==> src/hw/rtl/ffha_pkg.sv <==
`timescale 1ns / 1ps
`default_nettype none
// ----------------------------------------------------------------------------
// ffha_pkg: shared types and constants of the first-fit heap allocator
// Header layout, channel payloads, memory request bundle and action codes.
// ----------------------------------------------------------------------------
package ffha_pkg;

	localparam int HEAP_BYTES_DEF = 65536;
	localparam int HDR_BYTES      = 8;
	localparam int ALIGN_LOG2     = 2;
	localparam int ALIGN_BYTES    = 1 << ALIGN_LOG2;

	localparam logic [1:0] ACT_ALLOC = 2'd0;
	localparam logic [1:0] ACT_FREE  = 2'd1;
	localparam logic [1:0] ACT_QUERY = 2'd2;

	localparam logic REG_HEAP_SIZE = 1'b0;
	localparam logic REG_MIN_CHUNK = 1'b1;

	typedef struct packed {
		logic [15:0] next;
		logic [15:0] prev;
		logic        used;
	} hdr_t;

	typedef struct packed {
		logic        rd;
		logic        wr;
		logic [15:0] addr;
		hdr_t        wdata;
	} mem_req_t;

	typedef struct packed {
		logic [1:0]  action;
		logic [15:0] request_size;
		logic [15:0] block_address;
	} in_t;

	typedef struct packed {
		logic        ok;
		logic [15:0] result_address;
		logic [15:0] payload_size;
		logic [16:0] free_bytes;
	} out_t;

endpackage
`default_nettype wire

==> src/hw/rtl/ffha_ctrl.sv <==
`timescale 1ns / 1ps
`default_nettype none
// ----------------------------------------------------------------------------
// ffha_ctrl: allocator sequencer
// Holds the heap registers, formats the heap and steps allocate, free and query
// through read-modify-write cycles on the header store.
// ----------------------------------------------------------------------------
module ffha_ctrl import ffha_pkg::*; #(
	parameter int HEAP_BYTES = HEAP_BYTES_DEF
) (
	input  wire logic        clk,
	input  wire logic        arst_n,
	input  wire logic        cfg_we,
	input  wire logic        cfg_index,
	input  wire logic [16:0] cfg_data,
	input  wire logic        in_valid,
	output logic             in_ready,
	input  wire in_t         in_item,
	output logic             res_valid,
	input  wire logic        res_ready,
	output out_t             res,
	output mem_req_t         mreq,
	input  wire hdr_t        mrdata
);

	typedef enum logic [31:0] {
		ST_IDLE   = 32'h0000_0001,
		ST_FMT0   = 32'h0000_0002,
		ST_FMT1   = 32'h0000_0004,
		ST_A_PREP = 32'h0000_0008,
		ST_A_CHK  = 32'h0000_0010,
		ST_A_EVAL = 32'h0000_0020,
		ST_A_SPL1 = 32'h0000_0040,
		ST_A_SPL2 = 32'h0000_0080,
		ST_A_NXRD = 32'h0000_0100,
		ST_A_NXWR = 32'h0000_0200,
		ST_A_NOSP = 32'h0000_0400,
		ST_S_RD   = 32'h0000_0800,
		ST_S_EV   = 32'h0000_1000,
		ST_F_RD0  = 32'h0000_2000,
		ST_F_W0   = 32'h0000_4000,
		ST_F_RDN  = 32'h0000_8000,
		ST_F_EVN  = 32'h0001_0000,
		ST_F_RDC1 = 32'h0002_0000,
		ST_F_WC1  = 32'h0004_0000,
		ST_F_RDNN = 32'h0008_0000,
		ST_F_WNN  = 32'h0010_0000,
		ST_F_RDC2 = 32'h0020_0000,
		ST_F_EVC  = 32'h0040_0000,
		ST_F_RDP  = 32'h0080_0000,
		ST_F_EVP  = 32'h0100_0000,
		ST_F_RDP2 = 32'h0200_0000,
		ST_F_WP   = 32'h0400_0000,
		ST_F_RDQ  = 32'h0800_0000,
		ST_F_WQ   = 32'h1000_0000,
		ST_Q_RD   = 32'h2000_0000,
		ST_Q_EV   = 32'h4000_0000,
		ST_DONE   = 32'h8000_0000
	} state_t;

	localparam logic [16:0] AMASK = 17'(ALIGN_BYTES - 1);

	state_t      state_q;
	logic        enabled_q;
	logic [15:0] end_q;
	logic [15:0] walk_q;
	logic [15:0] ff_q;
	logic [16:0] cnt_q;
	logic [16:0] min_q;
	logic        ok_q;
	logic [15:0] raddr_q;
	logic [15:0] psize_q;
	logic [15:0] ptr_q;
	logic [16:0] size_q;
	logic [17:0] need_q;
	logic [17:0] split_q;
	logic [15:0] room_q;
	logic [15:0] nx_q;
	logic [15:0] pv_q;
	logic [15:0] p2_q;
	logic [15:0] c_q;
	logic [15:0] nn_q;
	logic [15:0] addr_q;

	logic [16:0] hs_clamp;
	logic [16:0] hs;
	logic [16:0] req_al;
	logic [16:0] min_al;
	logic [15:0] room;
	logic        scan_ff;

	function automatic logic [16:0] cnt_sub(input logic [16:0] c, input logic [17:0] v);
		logic [17:0] d;
		d = {1'b0, c} - v;
		return (v > {1'b0, c}) ? 17'd0 : d[16:0];
	endfunction

	function automatic logic [16:0] cnt_add(input logic [16:0] c, input logic [15:0] v);
		logic [17:0] s;
		s = {1'b0, c} + {2'b0, v};
		return s[17] ? 17'h1FFFF : s[16:0];
	endfunction

	assign hs_clamp = (cfg_data > 17'(HEAP_BYTES)) ? 17'(HEAP_BYTES) : cfg_data;
	assign hs       = hs_clamp & ~AMASK;
	assign min_al   = ({1'b0, cfg_data[15:0]} + AMASK) & ~AMASK;
	assign req_al   = ({1'b0, in_item.request_size} + AMASK) & ~AMASK;
	assign room     = mrdata.next - ptr_q;
	assign scan_ff  = (ptr_q == ff_q);

	// hold input off while a register write takes the idle cycle
	assign in_ready  = (state_q == ST_IDLE) && !cfg_we;
	assign res_valid = (state_q == ST_DONE);
	assign res       = '{ok: ok_q, result_address: raddr_q, payload_size: psize_q,
		free_bytes: cnt_q};

	always_comb begin
		mreq = '0;
		case (state_q)
			ST_FMT0: begin
				mreq.wr    = 1'b1;
				mreq.addr  = '0;
				mreq.wdata = '{next: end_q, prev: 16'd0, used: 1'b0};
			end
			ST_FMT1: begin
				mreq.wr    = 1'b1;
				mreq.addr  = end_q;
				mreq.wdata = '{next: end_q, prev: end_q, used: 1'b1};
			end
			ST_A_CHK, ST_S_RD: begin
				mreq.rd   = 1'b1;
				mreq.addr = ptr_q;
			end
			ST_A_SPL1: begin
				mreq.wr    = 1'b1;
				mreq.addr  = p2_q;
				mreq.wdata = '{next: nx_q, prev: ptr_q, used: 1'b0};
			end
			ST_A_SPL2: begin
				mreq.wr    = 1'b1;
				mreq.addr  = ptr_q;
				mreq.wdata = '{next: p2_q, prev: pv_q, used: 1'b1};
			end
			ST_A_NXRD, ST_F_RDN: begin
				mreq.rd   = 1'b1;
				mreq.addr = nx_q;
			end
			ST_A_NXWR: begin
				mreq.wr    = 1'b1;
				mreq.addr  = nx_q;
				mreq.wdata = '{next: mrdata.next, prev: p2_q, used: mrdata.used};
			end
			ST_A_NOSP: begin
				mreq.wr    = 1'b1;
				mreq.addr  = ptr_q;
				mreq.wdata = '{next: nx_q, prev: pv_q, used: 1'b1};
			end
			ST_F_RD0, ST_F_RDC1, ST_F_RDC2, ST_Q_RD: begin
				mreq.rd   = 1'b1;
				mreq.addr = c_q;
			end
			ST_F_W0: begin
				mreq.wr    = 1'b1;
				mreq.addr  = c_q;
				mreq.wdata = '{next: mrdata.next, prev: mrdata.prev, used: 1'b0};
			end
			ST_F_WC1: begin
				mreq.wr    = 1'b1;
				mreq.addr  = c_q;
				mreq.wdata = '{next: nn_q, prev: mrdata.prev, used: mrdata.used};
			end
			ST_F_RDNN, ST_F_RDQ: begin
				mreq.rd   = 1'b1;
				mreq.addr = nn_q;
			end
			ST_F_WNN: begin
				mreq.wr    = 1'b1;
				mreq.addr  = nn_q;
				mreq.wdata = '{next: mrdata.next, prev: c_q, used: mrdata.used};
			end
			ST_F_RDP, ST_F_RDP2: begin
				mreq.rd   = 1'b1;
				mreq.addr = pv_q;
			end
			ST_F_WP: begin
				mreq.wr    = 1'b1;
				mreq.addr  = pv_q;
				mreq.wdata = '{next: nn_q, prev: mrdata.prev, used: mrdata.used};
			end
			ST_F_WQ: begin
				mreq.wr    = 1'b1;
				mreq.addr  = nn_q;
				mreq.wdata = '{next: mrdata.next, prev: pv_q, used: mrdata.used};
			end
			default: begin
				mreq = '0;
			end
		endcase
	end

	always_ff @(posedge clk or negedge arst_n) begin
		if (!arst_n) begin
			state_q   <= ST_IDLE;
			enabled_q <= 1'b0;
			end_q     <= '0;
			walk_q    <= '0;
			ff_q      <= '0;
			cnt_q     <= '0;
			min_q     <= '0;
		end else begin
			case (state_q)
				ST_IDLE: begin
					if (cfg_we && cfg_index == REG_HEAP_SIZE) begin
						ff_q <= '0;
						if (hs <= 17'(2 * HDR_BYTES)) begin
							enabled_q <= 1'b0;
							cnt_q     <= '0;
						end else begin
							enabled_q <= 1'b1;
							end_q     <= 16'(hs - 17'(HDR_BYTES));
							walk_q    <= 16'(hs - 17'(2 * HDR_BYTES));
							cnt_q     <= hs - 17'(HDR_BYTES);
							state_q   <= ST_FMT0;
						end
					end else if (cfg_we && cfg_index == REG_MIN_CHUNK) begin
						min_q <= min_al;
					end else if (in_valid) begin
						ok_q    <= 1'b1;
						raddr_q <= '0;
						psize_q <= '0;
						addr_q  <= in_item.block_address;
						c_q     <= in_item.block_address - 16'(HDR_BYTES);
						ptr_q   <= ff_q;
						size_q  <= (req_al < min_q) ? min_q : req_al;
						case (in_item.action)
							ACT_ALLOC: begin
								ok_q    <= 1'b0;
								state_q <= enabled_q ? ST_A_PREP : ST_DONE;
							end
							ACT_FREE: begin
								if (!enabled_q || in_item.block_address < 16'(HDR_BYTES)
									|| in_item.block_address > end_q) begin
									state_q <= ST_DONE;
								end else begin
									state_q <= ST_F_RD0;
								end
							end
							ACT_QUERY: begin
								if (!enabled_q || in_item.block_address < 16'(HDR_BYTES)) begin
									state_q <= ST_DONE;
								end else begin
									state_q <= ST_Q_RD;
								end
							end
							default: begin
								state_q <= ST_DONE;
							end
						endcase
					end
				end
				ST_FMT0: state_q <= ST_FMT1;
				ST_FMT1: state_q <= ST_IDLE;
				ST_A_PREP: begin
					need_q  <= {1'b0, size_q} + 18'(HDR_BYTES);
					split_q <= {1'b0, size_q} + {1'b0, min_q} + 18'(2 * HDR_BYTES);
					state_q <= ST_A_CHK;
				end
				ST_A_CHK: begin
					state_q <= (ptr_q < walk_q) ? ST_A_EVAL : ST_DONE;
				end
				ST_A_EVAL: begin
					if (mrdata.next <= ptr_q) begin
						state_q <= ST_DONE;
					end else if (mrdata.used || {2'b0, room} < need_q) begin
						ptr_q   <= mrdata.next;
						state_q <= ST_A_CHK;
					end else begin
						ok_q    <= 1'b1;
						raddr_q <= ptr_q + 16'(HDR_BYTES);
						nx_q    <= mrdata.next;
						pv_q    <= mrdata.prev;
						room_q  <= room;
						p2_q    <= ptr_q + need_q[15:0];
						state_q <= ({2'b0, room} >= split_q) ? ST_A_SPL1 : ST_A_NOSP;
					end
				end
				ST_A_SPL1: state_q <= ST_A_SPL2;
				ST_A_SPL2: begin
					cnt_q <= cnt_sub(cnt_q, need_q);
					if (nx_q != end_q) begin
						state_q <= ST_A_NXRD;
					end else begin
						state_q <= scan_ff ? ST_S_RD : ST_DONE;
					end
				end
				ST_A_NXRD: state_q <= ST_A_NXWR;
				ST_A_NXWR: state_q <= scan_ff ? ST_S_RD : ST_DONE;
				ST_A_NOSP: begin
					cnt_q   <= cnt_sub(cnt_q, {2'b0, room_q});
					state_q <= scan_ff ? ST_S_RD : ST_DONE;
				end
				ST_S_RD: state_q <= ST_S_EV;
				ST_S_EV: begin
					// advance past used chunks to the new lowest free one
					if (mrdata.used && ptr_q != end_q) begin
						ptr_q   <= (mrdata.next > ptr_q) ? mrdata.next : end_q;
						state_q <= ST_S_RD;
					end else begin
						ff_q    <= ptr_q;
						state_q <= ST_DONE;
					end
				end
				ST_F_RD0: state_q <= ST_F_W0;
				ST_F_W0: begin
					nx_q <= mrdata.next;
					if (c_q < ff_q) begin
						ff_q <= c_q;
					end
					if (mrdata.next >= c_q) begin
						cnt_q <= cnt_add(cnt_q, mrdata.next - c_q);
					end else begin
						cnt_q <= cnt_sub(cnt_q, {2'b0, c_q - mrdata.next});
					end
					if (mrdata.next != c_q && mrdata.next != end_q) begin
						state_q <= ST_F_RDN;
					end else begin
						state_q <= ST_F_RDC2;
					end
				end
				ST_F_RDN: state_q <= ST_F_EVN;
				ST_F_EVN: begin
					if (!mrdata.used) begin
						if (ff_q == nx_q) begin
							ff_q <= c_q;
						end
						nn_q    <= mrdata.next;
						state_q <= ST_F_RDC1;
					end else begin
						state_q <= ST_F_RDC2;
					end
				end
				ST_F_RDC1: state_q <= ST_F_WC1;
				ST_F_WC1:  state_q <= ST_F_RDNN;
				ST_F_RDNN: state_q <= ST_F_WNN;
				ST_F_WNN:  state_q <= ST_F_RDC2;
				ST_F_RDC2: state_q <= ST_F_EVC;
				ST_F_EVC: begin
					pv_q    <= mrdata.prev;
					nn_q    <= mrdata.next;
					state_q <= (mrdata.prev != c_q) ? ST_F_RDP : ST_DONE;
				end
				ST_F_RDP: state_q <= ST_F_EVP;
				ST_F_EVP: begin
					if (!mrdata.used) begin
						if (ff_q == c_q) begin
							ff_q <= pv_q;
						end
						state_q <= ST_F_RDP2;
					end else begin
						state_q <= ST_DONE;
					end
				end
				ST_F_RDP2: state_q <= ST_F_WP;
				ST_F_WP:   state_q <= ST_F_RDQ;
				ST_F_RDQ:  state_q <= ST_F_WQ;
				ST_F_WQ:   state_q <= ST_DONE;
				ST_Q_RD:   state_q <= ST_Q_EV;
				ST_Q_EV: begin
					psize_q <= (mrdata.next > addr_q) ? mrdata.next - addr_q : 16'd0;
					state_q <= ST_DONE;
				end
				ST_DONE: begin
					if (res_ready) begin
						state_q <= ST_IDLE;
					end
				end
				default: state_q <= ST_IDLE;
			endcase
		end
	end

endmodule
`default_nettype wire

==> config.mk <==
export PLATFORM = sky130hd
export DESIGN_NAME = ffha_ctrl
export DESIGN_NICKNAME = d
export VERILOG_FILES = /design/src/hw/rtl/ffha_pkg.sv /design/src/hw/rtl/ffha_ctrl.sv
export SDC_FILE = /design/constraint.sdc
export NUM_CORES = 1
export LEC_CHECK = 0
export BUFFER_PORTS_ARGS = -buffer_cell sky130_fd_sc_hd__buf_2
export CORE_UTILIZATION = 25
export CTS_BUF_LIST = sky130_fd_sc_hd__clkbuf_4 sky130_fd_sc_hd__clkbuf_8 sky130_fd_sc_hd__clkbuf_16
export DETAILED_ROUTE_END_ITERATION = 16
export PLACE_DENSITY_LB_ADDON = 0.05
export SLEW_MARGIN = 20
export SYNTH_ARGS = -nofsm -noshare
export SYNTH_HDL_FRONTEND = slang
export SYNTH_SLANG_ARGS = --single-unit
==> constraint.sdc <==
create_clock -name clk -period 7.8 [get_ports clk]
set_input_delay 1.56 -clock clk [delete_from_list [all_inputs] [get_ports clk]]
set_output_delay 1.56 -clock clk [all_outputs]
set_load 0.005 [all_outputs]
==> impl_metrics.ini <==
[outcome]
status = finished, final reports clean

[global_route]
antenna_found_initial = 6
busiest_layer = met2
grt_use_total_pct = 22.3
grtUsageMet2_pct = 36.3
grt_first_pass_wirelength_um = 171000
grt.overflow.total = 0
grt_max_degree = 58
gr-usage-met3_pct = 4.38
first_global_vias = 23500
grt_util_met1_pct = 30.0

[logic_synthesis]
ys_seq_elements = 313
synth_ff_type = edfxtp_1
async_reset_ff_share_pct = 34.5
yosysSeqAreaShare_pct = 33.9
synth_cell_types = 85
synthCells = 2853
syn_area_um2 = 26100
ys_warn_count = 0
synth_edf_count = 205
synthesis.nets = 3222
avgSynthCellArea_um2 = 9.15

[timing]
finalSetupViolations = 0
finClkSkew_ns = 0.0367
fin_crit_sh_pct = 82.3
finalHoldViolations = 0
max_slew.worst_pin.slew_ns = 1.12
max_freq_ghz = 0.156
rsz0062_at_grt = false
fin_crit_ns = 6.42
maxSlewViolCount = 0
fin_ws_ns = 1.38
fin_setup_tns_ns = 0
slew_headroom_pct = 25.4
fin_hold_ws_ns = 0.481

[pwr]
p_leak_nw = 13.2
ir_drop_v = 0.000162
power.density_nw_per_um2 = 277

[clock_network]
post_cts_resized = 0
numCtsBuffers = 45
cts_tree = done
clk_pin_slew_ns = 0.06
clock_latency_ns = 0.62
cts_hold_buf = 0
clk_path_buf_depth = 3
clock_sinks = 313
root_buffer = clkbuf_16
htreeDepth = 2
cts_setup_buffers = 0

[flow_run]
cap_violations = 0

[min_path]
min_from = walk_q[8]
holdPathStages = 2
min_to = walk_q[8]
hp-class = reg -> reg

[setup_path]
cp_max_fo = 16
worst_path_max_delay_cell = or3_1
cpPeakStageDelay_ns = 0.77
r2r-end = room_q[4]
critical_path_required_ns = 6.24
rr_worst_depth = 20
cp-end-kind = output pin
cpLargestDelayFamily = simple AND/OR/NAND/NOR gates
timing.rr.start = ptr_q[1]
critical_path_buf_inv_count = 1
ff2ff_setup_slack_ns = 1.87
start_kind = flip-flop
path_class = reg -> out
path_cells = nor4_1, nand4_1, nor3_1, and3_1, or3_1, a222oi_1, nand3_1, buf_2
cp.arrival_ns = 4.86

[drt]
via_count = 23600
totalWireLength_um = 121000
wl_per_cell_um = 27.2
dr.first_iter.drc_count = 2560
drt_pass1_iterations = 7
ant_nets = 0
vias_per_cell = 5.31
drc = 0

[layout]
syn_to_final_growth_pct = 15.4
mostFrequentLayoutCells = 270 x ha_1, 243 x inv_1, 227 x nand2_1
final_layout_size_suffix_gt1_share_pct = 12.3
utilization_pct = 29.1
fill_cells = 11000
final_nets = 3387
final_common_cell = ha_1

[placement]
gp_congestion = 0.904
dp_hpwl_um = 95300
io_buffers = 192
dpl_worst_slack_ns = 0.972

[floorplan]
io_pins = 193
core_area_um2 = 103000
initial_core_util_pct = 25.2
dieArea_um2 = 106000
die-height_um = 325
dieWidth_um = 325
rows = 118
-- area by class of cell --
| type | instances | area, um^2 | area share, % |
|---|---|---|---|
| inverters | 243 | 912 | 3.03 |
| clock buffers | 61 | 1280 | 4.26 |
| well taps | 1380 | 1730 | 5.73 |
| clock inverters | 21 | 143 | 0.474 |
| flip-flops and latches | 313 | 8860 | 29.4 |
| diodes | 1 | 2.50 | 0.00831 |
| multi-input cells | 2176 | 15900 | 52.7 |
| repair buffers | 239 | 1330 | 4.42 |
-- tightest hold or removal path, stage by stage, from the launching register on --
cell and delay, ns:
dfrtp_1 0.33, nand2_1 0.05, o21ai_0 0.06
-- kinds of logic after synthesis --
kind of cell    Yosys count  share of synthesized area [%]
compound gates          711                           18.9
buf+inv                 364                           5.47
simple gates            861                           16.9
mux                      50                           1.99
fa+ha+maj               279                           13.6
flops                   313                           33.9
xor+xnor                275                           9.22
-- through the flow --
step	cells	total power [mW]	area, um^2
floorplan	2853	4.91	26100
global placement	4350	6.32	28700
detailed placement	4350	6.31	28700
CTS	4432	8.41	30100
global route	4433	8.89	30100
finish	4434	8.34	30100
-- cell usage after synthesis, drive strengths merged, types with 34 or more instances --
cell type    n  area share, %
ha         270             13
inv        243            3.5
nand2      227            3.3
edfxtp     205             24
nor2       170            2.4
o21ai      160            3.1
xnor2      149            5.0
a21oi      145            2.8
xor2       126            4.2
dfrtp      107             10
clkbuf      94            1.4
a222oi      78            3.0
nand3       72            1.4
nor3        68            1.3
a21o        65            1.9
nand4       56            1.3
nor4        40            1.0
mux2i       34            1.3
-- metal layers --
| layer | routed length (um) | up-vias | share of wire, % |
|---|---|---|---|
| li1 | - | 10900 | - |
| met1 | 54500 | 11700 | 45 |
| met2 | 55400 | 884 | 46 |
| met3 | 7990 | 122 | 6.6 |
| met4 | 2840 | 0 | 2.4 |
| met5 | 0 | - | 0 |
-- report_power, final --
group,switching [mW],internal [mW]
Sequential,0.434,2.02
Clock,0.856,1.18
Combinational,2.34,1.51
-- how the worst max path moves through the flow --
| stage | start | to | slack, ns | cells after the start |
|---|---|---|---|---|
| floorplan | mrdata[17] | ptr_q[0] | 1.01 | 21 |
| global placement | mrdata[18] | cnt_q[7] | 1.02 | 22 |
| detailed placement | mrdata[18] | cnt_q[7] | 0.97 | 22 |
| CTS | state_q[12] | mreq[46] | 1.46 | 8 |
| global route | mrdata[18] | cnt_q[7] | 1.16 | 22 |
| finish | state_q[12] | mreq[46] | 1.38 | 8 |
-- state kept, by name, indices dropped and copies added (netlist names), 13 cells and up --
signal	count
ptr_q	16
pv_q	16
min_q	15
end_q	14
room_q	16
psize_q	16
ff_q	16
c_q	16
nx_q	16
p2_q	16
walk_q	13
addr_q	13
size_q	15
state_q	32
raddr_q	16
nn_q	16
cnt_q	17
need_q	16
split_q	16
Power figures use the tool's default switching activity.
